**config.mk**
```make
export PLATFORM = sky130hd
export DESIGN_NAME = single_float_divide
export DESIGN_NICKNAME = d
export VERILOG_FILES = /design/src/sfd_pkg.sv /design/src/single_float_divide.sv /design/src/sfd_front.sv /design/src/sfd_queue.sv /design/src/sfd_back.sv
export SDC_FILE = /design/constraint.sdc
export NUM_CORES = 2
export LEC_CHECK = 0
export BUFFER_PORTS_ARGS = -buffer_cell sky130_fd_sc_hd__buf_2
export CORE_ASPECT_RATIO = 0.75
export CORE_MARGIN = 2
export CORE_UTILIZATION = 40
export DETAILED_ROUTE_END_ITERATION = 8
export PLACE_DENSITY_LB_ADDON = 0.12
export SKIP_LAST_GASP = 1
export SLEW_MARGIN = 20
export SYNTH_ARGS = -nofsm -noshare
export SYNTH_HDL_FRONTEND = slang
export SYNTH_HIERARCHICAL = 1
export SYNTH_SLANG_ARGS = --single-unit
```
**constraint.sdc**
```tcl
create_clock -name i_clk -period 54.5 [get_ports i_clk]
set_input_delay 5.45 -clock i_clk [delete_from_list [all_inputs] [get_ports i_clk]]
set_output_delay 5.45 -clock i_clk [all_outputs]
set_load 0.02 [all_outputs]
```
**src/sfd_pkg.sv**
```systemverilog
// ----------------------------------------------------------------------------
// sfd_pkg: shared types and constants for the single-precision divider
// Holds the front-to-back item type and the fixed result patterns.
// ----------------------------------------------------------------------------
package sfd_pkg;

    localparam int QBITS = 25;            // quotient bits developed per item
    localparam int QUEUE_DEPTH = 4;       // default depth of the decoupling queue

    localparam logic [31:0] ZDIV_NEG = 32'h4F80_0000;
    localparam logic [31:0] ZDIV_POS = 32'h4F00_0000;
    localparam logic [31:0] INF_POS  = 32'h7F80_0000;
    localparam logic [31:0] INF_NEG  = 32'hFF80_0000;
    localparam logic signed [10:0] EXP_BIAS_ADJ = 11'sd126;
    localparam logic signed [10:0] EXP_LIMIT    = 11'sd255;

    typedef enum logic [2:0] {
        CLS_ZDIV = 3'b001,
        CLS_ZERO = 3'b010,
        CLS_NORM = 3'b100
    } t_cls;

    // Classified item handed from the front to the back.
    typedef struct packed {
        t_cls               cls;
        logic               sign;
        logic signed [10:0] e;      // exponent after mantissa alignment
        logic [24:0]        num;    // aligned dividend mantissa
        logic [23:0]        den;    // divisor mantissa with hidden one
    } t_item;

endpackage

```
**src/single_float_divide.sv**
```systemverilog
// ----------------------------------------------------------------------------
// single_float_divide: single-precision divider
// Divides two 32-bit float patterns; front classifier, queue, divide pipe.
// ----------------------------------------------------------------------------
// Input channel: i_valid with i_dividend and i_divisor; the block drives
// o_stall. An item is accepted at a rising edge with i_valid high and o_stall
// low. Output channel: o_valid with o_quotient and o_overflow; the receiver
// drives i_stall, and a result is taken at an edge with o_valid high and
// i_stall low.
// Throughput is one item per cycle while the receiver does not stall. The front
// register classifies each item (zero divisor, zero dividend, ordinary) and
// aligns the mantissas; a queue then feeds an entry register and 25 stages
// that each develop one quotient bit, and a final register rounds and packs
// the result.
// When the receiver stalls, the divide pipeline freezes and the queue fills;
// once it is full the stall reaches the input channel, and nothing is lost.
// Reset (synchronous, active low) empties the queue and clears every valid
// flag; no clearing pass is needed.
// ----------------------------------------------------------------------------
module single_float_divide #(
    parameter int QUEUE_DEPTH = sfd_pkg::QUEUE_DEPTH
) (
    input  logic        i_clk,
    input  logic        i_rst_n,
    input  logic        i_valid,
    output logic        o_stall,
    input  logic [31:0] i_dividend,
    input  logic [31:0] i_divisor,
    output logic        o_valid,
    input  logic        i_stall,
    output logic [31:0] o_quotient,
    output logic        o_overflow
);
    logic           w_f_valid;
    logic           w_f_stall;
    sfd_pkg::t_item w_f_item;
    logic           w_q_valid;
    logic           w_q_stall;
    sfd_pkg::t_item w_q_item;

    sfd_front u_front (
        .i_clk, .i_rst_n, .i_valid, .o_stall, .i_dividend, .i_divisor,
        .o_valid(w_f_valid), .i_stall(w_f_stall), .o_item(w_f_item)
    );

    sfd_queue #(.DEPTH(QUEUE_DEPTH)) u_queue (
        .i_clk, .i_rst_n,
        .i_valid(w_f_valid), .o_stall(w_f_stall), .i_item(w_f_item),
        .o_valid(w_q_valid), .i_stall(w_q_stall), .o_item(w_q_item)
    );

    sfd_back u_back (
        .i_clk, .i_rst_n,
        .i_valid(w_q_valid), .o_stall(w_q_stall), .i_item(w_q_item),
        .o_valid, .i_stall, .o_quotient, .o_overflow
    );
endmodule

```
**src/sfd_front.sv**
```systemverilog
// ----------------------------------------------------------------------------
// sfd_front: operand classification
// Registers each accepted item after deciding its class and aligning it.
// ----------------------------------------------------------------------------
module sfd_front (
    input  logic           i_clk,
    input  logic           i_rst_n,
    input  logic           i_valid,
    output logic           o_stall,
    input  logic [31:0]    i_dividend,
    input  logic [31:0]    i_divisor,
    output logic           o_valid,
    input  logic           i_stall,
    output sfd_pkg::t_item o_item
);
    logic           r_valid;
    sfd_pkg::t_item r_item;
    sfd_pkg::t_item n_item;
    logic [23:0]    w_num;
    logic [23:0]    w_den;
    logic signed [10:0] w_ediff;

    assign o_stall = r_valid && i_stall;
    assign o_valid = r_valid;
    assign o_item  = r_item;

    always_comb begin
        w_num   = {1'b1, i_dividend[22:0]};
        w_den   = {1'b1, i_divisor[22:0]};
        w_ediff = $signed({3'b000, i_dividend[30:23]}) - $signed({3'b000, i_divisor[30:23]})
                + sfd_pkg::EXP_BIAS_ADJ;
        n_item.sign = i_dividend[31] ^ i_divisor[31];
        n_item.den  = w_den;
        if (i_divisor[30:0] == 31'd0) begin
            n_item.cls = sfd_pkg::CLS_ZDIV;
        end else if (i_dividend[30:0] == 31'd0) begin
            n_item.cls = sfd_pkg::CLS_ZERO;
        end else begin
            n_item.cls = sfd_pkg::CLS_NORM;
        end
        if (w_num < w_den) begin
            n_item.num = {w_num, 1'b0};
            n_item.e   = w_ediff - 11'sd1;
        end else begin
            n_item.num = {1'b0, w_num};
            n_item.e   = w_ediff;
        end
    end

    always_ff @(posedge i_clk) begin
        if (!i_rst_n) begin
            r_valid <= 1'b0;
        end else if (!o_stall) begin
            r_valid <= i_valid;
        end
    end

    always_ff @(posedge i_clk) begin
        if (i_valid && !o_stall) begin
            r_item <= n_item;
        end
    end
endmodule

```
**src/sfd_queue.sv**
```systemverilog
// ----------------------------------------------------------------------------
// sfd_queue: decoupling queue
// Small FIFO between the classifier and the divide pipeline.
// ----------------------------------------------------------------------------
module sfd_queue #(
    parameter int DEPTH = sfd_pkg::QUEUE_DEPTH
) (
    input  logic           i_clk,
    input  logic           i_rst_n,
    input  logic           i_valid,
    output logic           o_stall,
    input  sfd_pkg::t_item i_item,
    output logic           o_valid,
    input  logic           i_stall,
    output sfd_pkg::t_item o_item
);
    localparam int AW = (DEPTH > 1) ? $clog2(DEPTH) : 1;
    localparam logic [AW:0] FULL = AW'(DEPTH) == '0 ? {1'b1, {AW{1'b0}}} : (AW+1)'(DEPTH);

    sfd_pkg::t_item r_mem [DEPTH];
    logic [AW-1:0]  r_wp;
    logic [AW-1:0]  r_rp;
    logic [AW:0]    r_cnt;
    logic           w_push;
    logic           w_pop;

    assign o_stall = (r_cnt == FULL);
    assign o_valid = (r_cnt != '0);
    assign o_item  = r_mem[r_rp];
    assign w_push  = i_valid && !o_stall;
    assign w_pop   = o_valid && !i_stall;

    always_ff @(posedge i_clk) begin
        if (!i_rst_n) begin
            r_wp  <= '0;
            r_rp  <= '0;
            r_cnt <= '0;
        end else begin
            if (w_push) begin
                r_wp <= (r_wp == AW'(DEPTH - 1)) ? '0 : r_wp + 1'b1;
            end
            if (w_pop) begin
                r_rp <= (r_rp == AW'(DEPTH - 1)) ? '0 : r_rp + 1'b1;
            end
            r_cnt <= r_cnt + (AW+1)'(w_push) - (AW+1)'(w_pop);
        end
    end

    always_ff @(posedge i_clk) begin
        if (w_push) begin
            r_mem[r_wp] <= i_item;
        end
    end

    a_cnt_bound: assert property (@(posedge i_clk) disable iff (!i_rst_n)
        r_cnt <= FULL) else $error("queue count beyond depth");
    a_no_push_full: assert property (@(posedge i_clk) disable iff (!i_rst_n)
        (r_cnt == FULL && !w_pop) |=> r_cnt == FULL)
        else $error("queue count changed while full");
    a_empty_pop: assert property (@(posedge i_clk) disable iff (!i_rst_n)
        (r_cnt == '0) |-> !w_pop) else $error("pop from empty queue");
endmodule

```
**src/sfd_back.sv**
```systemverilog
// ----------------------------------------------------------------------------
// sfd_back: divide pipeline
// One restoring quotient bit per stage, then rounding and packing.
// ----------------------------------------------------------------------------
module sfd_back (
    input  logic           i_clk,
    input  logic           i_rst_n,
    input  logic           i_valid,
    output logic           o_stall,
    input  sfd_pkg::t_item i_item,
    output logic           o_valid,
    input  logic           i_stall,
    output logic [31:0]    o_quotient,
    output logic           o_overflow
);
    localparam int NS = sfd_pkg::QBITS;

    // Stage k holds the partial remainder and quotient after k bits.
    logic                r_v   [NS+1];
    sfd_pkg::t_item      r_it  [NS+1];
    logic [24:0]         r_rem [NS+1];
    logic [NS-1:0]       r_q   [NS+1];
    logic                w_adv;
    logic                r_ov;
    logic [31:0]         r_quo;
    logic                r_ovf;
    logic [31:0]         n_quo;
    logic                n_ovf;

    // The whole pipe moves together; it halts only when the output is held.
    assign w_adv   = !(r_ov && i_stall);
    assign o_stall = !w_adv;

    always_ff @(posedge i_clk) begin
        if (!i_rst_n) begin
            for (int k = 0; k <= NS; k++) begin
                r_v[k] <= 1'b0;
            end
            r_ov <= 1'b0;
        end else if (w_adv) begin
            r_v[0] <= i_valid;
            for (int k = 1; k <= NS; k++) begin
                r_v[k] <= r_v[k-1];
            end
            r_ov <= r_v[NS];
        end
    end

    always_ff @(posedge i_clk) begin
        if (w_adv) begin
            r_it[0]  <= i_item;
            r_rem[0] <= i_item.num;
            r_q[0]   <= '0;
        end
    end

    for (genvar k = 1; k <= NS; k++) begin : g_stage
        logic [25:0] w_diff;
        assign w_diff = {1'b0, r_rem[k-1]} - {2'b00, r_it[k-1].den};
        always_ff @(posedge i_clk) begin
            if (w_adv) begin
                r_it[k] <= r_it[k-1];
                if (!w_diff[25]) begin
                    r_rem[k] <= {w_diff[23:0], 1'b0};
                    r_q[k]   <= {r_q[k-1][NS-2:0], 1'b1};
                end else begin
                    r_rem[k] <= {r_rem[k-1][23:0], 1'b0};
                    r_q[k]   <= {r_q[k-1][NS-2:0], 1'b0};
                end
            end
        end
    end

    always_comb begin
        logic signed [10:0] e;
        logic [4:0]         n;
        logic [26:0]        t;
        logic [26:0]        sh;
        logic [23:0]        qr;
        e     = r_it[NS].e;
        n     = 5'(-e);
        t     = '0;
        sh    = '0;
        qr    = '0;
        n_ovf = 1'b0;
        n_quo = '0;
        if (e >= 0) begin
            t  = 27'(r_q[NS]) + 27'd1;
            qr = t[24:1];
            e  = e + 11'sd1;
        end else begin
            if (e <= -11'sd25) begin
                qr = '0;
            end else begin
                t  = 27'(r_q[NS]) + (27'd1 << n);
                sh = t >> (n + 5'd1);
                qr = sh[23:0];
            end
            e = '0;
        end
        qr[23] = 1'b0;
        unique case (r_it[NS].cls)
            sfd_pkg::CLS_ZDIV: n_quo = r_it[NS].sign ? sfd_pkg::ZDIV_NEG : sfd_pkg::ZDIV_POS;
            sfd_pkg::CLS_ZERO: n_quo = {r_it[NS].sign, 31'd0};
            sfd_pkg::CLS_NORM: begin
                if (e >= sfd_pkg::EXP_LIMIT) begin
                    n_quo = r_it[NS].sign ? sfd_pkg::INF_NEG : sfd_pkg::INF_POS;
                    n_ovf = 1'b1;
                end else begin
                    n_quo = {r_it[NS].sign, e[7:0], qr[22:0]};
                end
            end
            default: n_quo = '0;
        endcase
    end

    always_ff @(posedge i_clk) begin
        if (w_adv) begin
            r_quo <= n_quo;
            r_ovf <= n_ovf;
        end
    end

    assign o_valid    = r_ov;
    assign o_quotient = r_quo;
    assign o_overflow = r_ovf;

    a_ovf_inf: assert property (@(posedge i_clk) disable iff (!i_rst_n)
        (r_ov && r_ovf) |-> (r_quo[30:0] == sfd_pkg::INF_POS[30:0]))
        else $error("overflow without infinity");
    a_hold: assert property (@(posedge i_clk) disable iff (!i_rst_n)
        (r_ov && i_stall) |=> r_v[NS] == $past(r_v[NS]))
        else $error("pipe moved while output held");
    a_ovf_norm: assert property (@(posedge i_clk) disable iff (!i_rst_n)
        n_ovf |-> r_it[NS].cls == sfd_pkg::CLS_NORM)
        else $error("overflow on special operand");
endmodule

```
==> PnR_summary.wiki <==
{| class="wikitable"
! Metric !! Value
|-
| Maximum level of the CTS H-tree || 4
|-
| Post-synth top area share || approximately three fifths
|-
| Synth Net Count || 9198
|-
| Sequential fraction of the synthesis area || just over 60%
|-
| Path type of the worst min-delay path || reg -> reg
|-
| Worst path setup slack after routing || about 44 ns
|-
| Number of distinct standard cells referenced by the synthesized netlist || between 100 and 150
|-
| Horiz. Die Dim || slightly above 600 um
|-
| Share of the clock period used by the worst path || 19.0%
|-
| Post-layout net count || around 9400
|-
| Max-cap check violation count || 0
|-
| Signed area change from the synthesized netlist to the final layout || 11.5%
|-
| Setup Skew || ~0.084 ns
|-
| Most instantiated flip-flop cell in the synthesis netlist || sky130_fd_sc_hd__edfxtp_1
|-
| Combinational family with the most area after synthesis || compound AO/OA/AOI/OAI gates
|-
| Total global-route track usage || between 15 and 20%
|-
| Adder and majority cell fraction of the synthesized area || slightly below 8%
|-
| Headroom to the max-slew limit || 26.5%
|-
| Endpoint type of the worst setup path || flop
|-
| Count of unresolved DRC violations after routing || 0
|-
| Status || finished clean
|-
| Compound-Gate Fraction of Synth Area || between 10% and 20%
|-
| First-iteration detailed-routing DRC count || around 4600
|-
| RSZ-0062 raised after global routing || false
|-
| Cell type with the highest occurrence count on the critical path || sky130_fd_sc_hd__buf_4
|-
| Largest delay contributor family on the critical path || buffers and inverters
|-
| Synthesized flop and latch total || between 2000 and 2500
|-
| Final max-slew violation count || 0
|-
| Top-Level Pins || between 100 and 150
|-
| Final WL || roughly 230000 um
|-
| Maximum number of pins on one net before global-route repair || approximately 190
|-
| Cell Area, Synth || 111000 sq um
|-
| Half-perimeter wire length of the detailed placement result || 164000 um
|-
| Wire length of the first global-routing pass || 370000 um
|-
| Synth Instances || between 8000 and 9000
|-
| Num CTS Buffers || 240
|-
| Number of synthesized flops with an enable pin || about 2300
|-
| Clk Tree Root Cell || sky130_fd_sc_hd__clkbuf_16
|-
| Share of cells above drive strength 1 || 10.1%
|-
| Cell Chain, Critical Path || buf_2, nand2_4, buf_4, buf_4, buf_4, buf_4, buf_12, buf_4
|-
| Maximum cell stage delay along the critical path || ~0.88 ns
|-
| Count of input and output buffers || about 100
|-
| Count of placed standard cells in the final layout, fillers left out || between 10000 and 15000
|-
| Min Tclk post-route || between 10 and 15 ns
|-
| Average vias per placed instance || 5.18
|-
| Setup total negative slack || 0 ns
|-
| Total number of vias || 64868
|-
| Post-Synthesis Mean Instance Area || roughly 13 sq um
|-
| Async set or reset register ratio after synthesis || 0%
|-
| Final core utilization || 44.8%
|-
| Number of hold buffers added after CTS || 0
|-
| Type of the setup path with the least slack || in -> reg
|-
| Slowest cell on crit path || sky130_fd_sc_hd__buf_4
|-
| Routed length per placed instance || 18.7 um
|-
| Synthesis Warnings || 6
|-
| Number of nets with antenna violations after detailed routing || 0
|-
| Largest fanout on the critical path || 127
|-
| Clk sink count || approximately 2300
|-
| Core outline area || between 200000 and 300000 sq um
|-
| # fillers || roughly 25000
|-
| Number of placement rows || roughly 170
|-
| Chip height || 460 um
|-
| Number of cells upsized or downsized after cts || 0
|-
| Congestion Overflow GR || 0
|-
| Cell Count Post-Placement || roughly 12000
|-
| Post-CTS setup repair buffer count || 0
|-
| Initial standard-cell utilization of the core || around two fifths
|-
| Peak Freq || about 0.097 GHz
|-
| Clock tree from TritonCTS || done
|-
| Leading post-synthesis cells by cell area || sky130_fd_sc_hd__edfxtp_1 (62%), sky130_fd_sc_hd__ha_1 (7.3%), sky130_fd_sc_hd__a21oi_1 (2.8%)
|-
| Vias in the first global route || 64570
|-
| Clock tree buffer depth || 4
|-
| Basic-gate share of the synthesized area counting and, or, nand and nor cells || ~8.4%
|-
| Number of setup violations in the final report || 0
|-
| Later-pin clock latency in the skew report || 0.93 ns
|-
| Die Area || 281000 sq um
|-
| Data arrival at the endpoint of the critical path || about 11 ns
|-
| Buffering stage count on the worst path with inverters included || 7
|-
| Post-CTS clock slew at the launch and capture registers of the worst setup and hold paths || about 0.060 ns
|-
| Place WS || around 43 ns
|-
| Number of antenna violations at the first check in global routing || 9
|-
| First drt pass iteration count || 5
|-
| Portion of netlist area occupied by mux cells || just under 4%
|-
| GP Congestion || 0.840
|-
| XOR/XNOR share of the synthesized area || under 10%
|-
| Hold violation total from the final report || 0
|-
| Required time worst endpoint || approximately 55 ns
|-
| Cell type with the largest total area after synthesis || sky130_fd_sc_hd__edfxtp_1
|-
| Type of element launching the critical path || input pin
|-
| Slew @ Worst Pin || approximately 1.1 ns
|}
==> stage by stage <==
step                      instance area [sq um]  hold WS [ns]
after floorplan                          111000         0.400
after global placement                   116000         0.400
after detailed placement                 116000         0.405
after CTS                                124000         0.342
after global routing                     124000         0.344
final                                    124000         0.351
==> flip-flops by register name, summed over array words and instances (netlist names), named ones only <==
signal             count
u_queue/r_cnt          3
u_queue/r_wp           2
u_front/o_item        63
u_queue/r_rp           2
u_queue/r_mem        256
u_back/r_rem         576
u_back/r_q           325
u_back/o_overflow      1
u_back/o_quotient     32
u_back/o_valid         1
u_front/o_valid        1
u_back/r_v            26
u_back/r_it         1015
==> cell usage after synthesis (all sizes together) (17+ instances only) <==
master and instances:
nor2b 101, and2 77, o21a 139, xor2 222, buf 63, nand2 482
or3 75, nand3 127, and3 46, a211oi 50, o21ai 373, o31ai 40
mux2 199, fa 26, ha 651, o211ai 25, edfxtp 2276, nand2b 95
xnor2 291, nor2 581, clkbuf 98, mux2i 50, o21bai 37, a21oi 625
o22ai 20, mux4 70, o31a 17, a31oi 50, nor4 45, o41ai 19
dfxtp 29, a21boi 38, inv 781, or2 35, nand4 43, a21o 160
nor3 131
==> cell type report <==
cell class	instances	area (sq um)	share of cell area [%]
timing repair buffer	169	1050	0.854
sequential	2305	68900	55.8
tap	3633	4550	3.68
inverter	782	2940	2.38
multi-input combinational	5205	38200	30.9
clock buffer	291	6300	5.10
clock inverter	140	1540	1.25
antenna	3	7.51	0.00608
==> metal layers <==
metal,global-route usage (%),share of wire [%]
met5,0,0.012
met1,23.6,48
met4,4.81,2.7
met2,26.2,45
met3,2.52,4.2
==> placed cells by master (no fill, tap or decap), types with 72 or more instances in the layout <==
cell                        instances
sky130_fd_sc_hd__edfxtp_1        2276
sky130_fd_sc_hd__inv_1            778
sky130_fd_sc_hd__ha_1             651
sky130_fd_sc_hd__a21oi_1          624
sky130_fd_sc_hd__nor2_1           579
sky130_fd_sc_hd__nand2_1          480
sky130_fd_sc_hd__o21ai_0          356
sky130_fd_sc_hd__xnor2_1          287
sky130_fd_sc_hd__clkbuf_16        243
sky130_fd_sc_hd__xor2_1           222
sky130_fd_sc_hd__mux2_2           183
sky130_fd_sc_hd__a21o_1           159
sky130_fd_sc_hd__o21a_1           139
sky130_fd_sc_hd__nor3_1           130
sky130_fd_sc_hd__nand3_1          127
sky130_fd_sc_hd__buf_2            102
sky130_fd_sc_hd__nor2b_1           98
sky130_fd_sc_hd__nand2b_1          95
sky130_fd_sc_hd__or3_1             73
sky130_fd_sc_hd__and2_1            72
==> logic make-up (layout without fill, tap and decap cells) <==
family | count (synthesis) | after routing
compound gates | 1777 | 1777
xor+xnor | 513 | 513
fa+ha+maj | 677 | 677
buf+inv | 943 | 1382
flops | 2305 | 2305
mux | 319 | 319
other cells | 1 | 4
simple gates | 1918 | 1918
==> final timing paths <==
check / from / to / slack (ns) / cells past startpoint
max: i_stall / u_back/r_it[1][407] / 44.15 / 8
min: u_back/r_q[1][105] / u_back/r_q[1][131] / 0.35 / 0
min reg2reg: u_back/r_q[1][105] / u_back/r_q[1][131] / 0.35 / 0
max reg2reg: u_back/r_it[1][625] / u_back/o_quotient[7] / 47.42 / 18
Power is not shown: default switching activity piles up to over one toggle a cycle in this logic, so the estimate is an artifact.
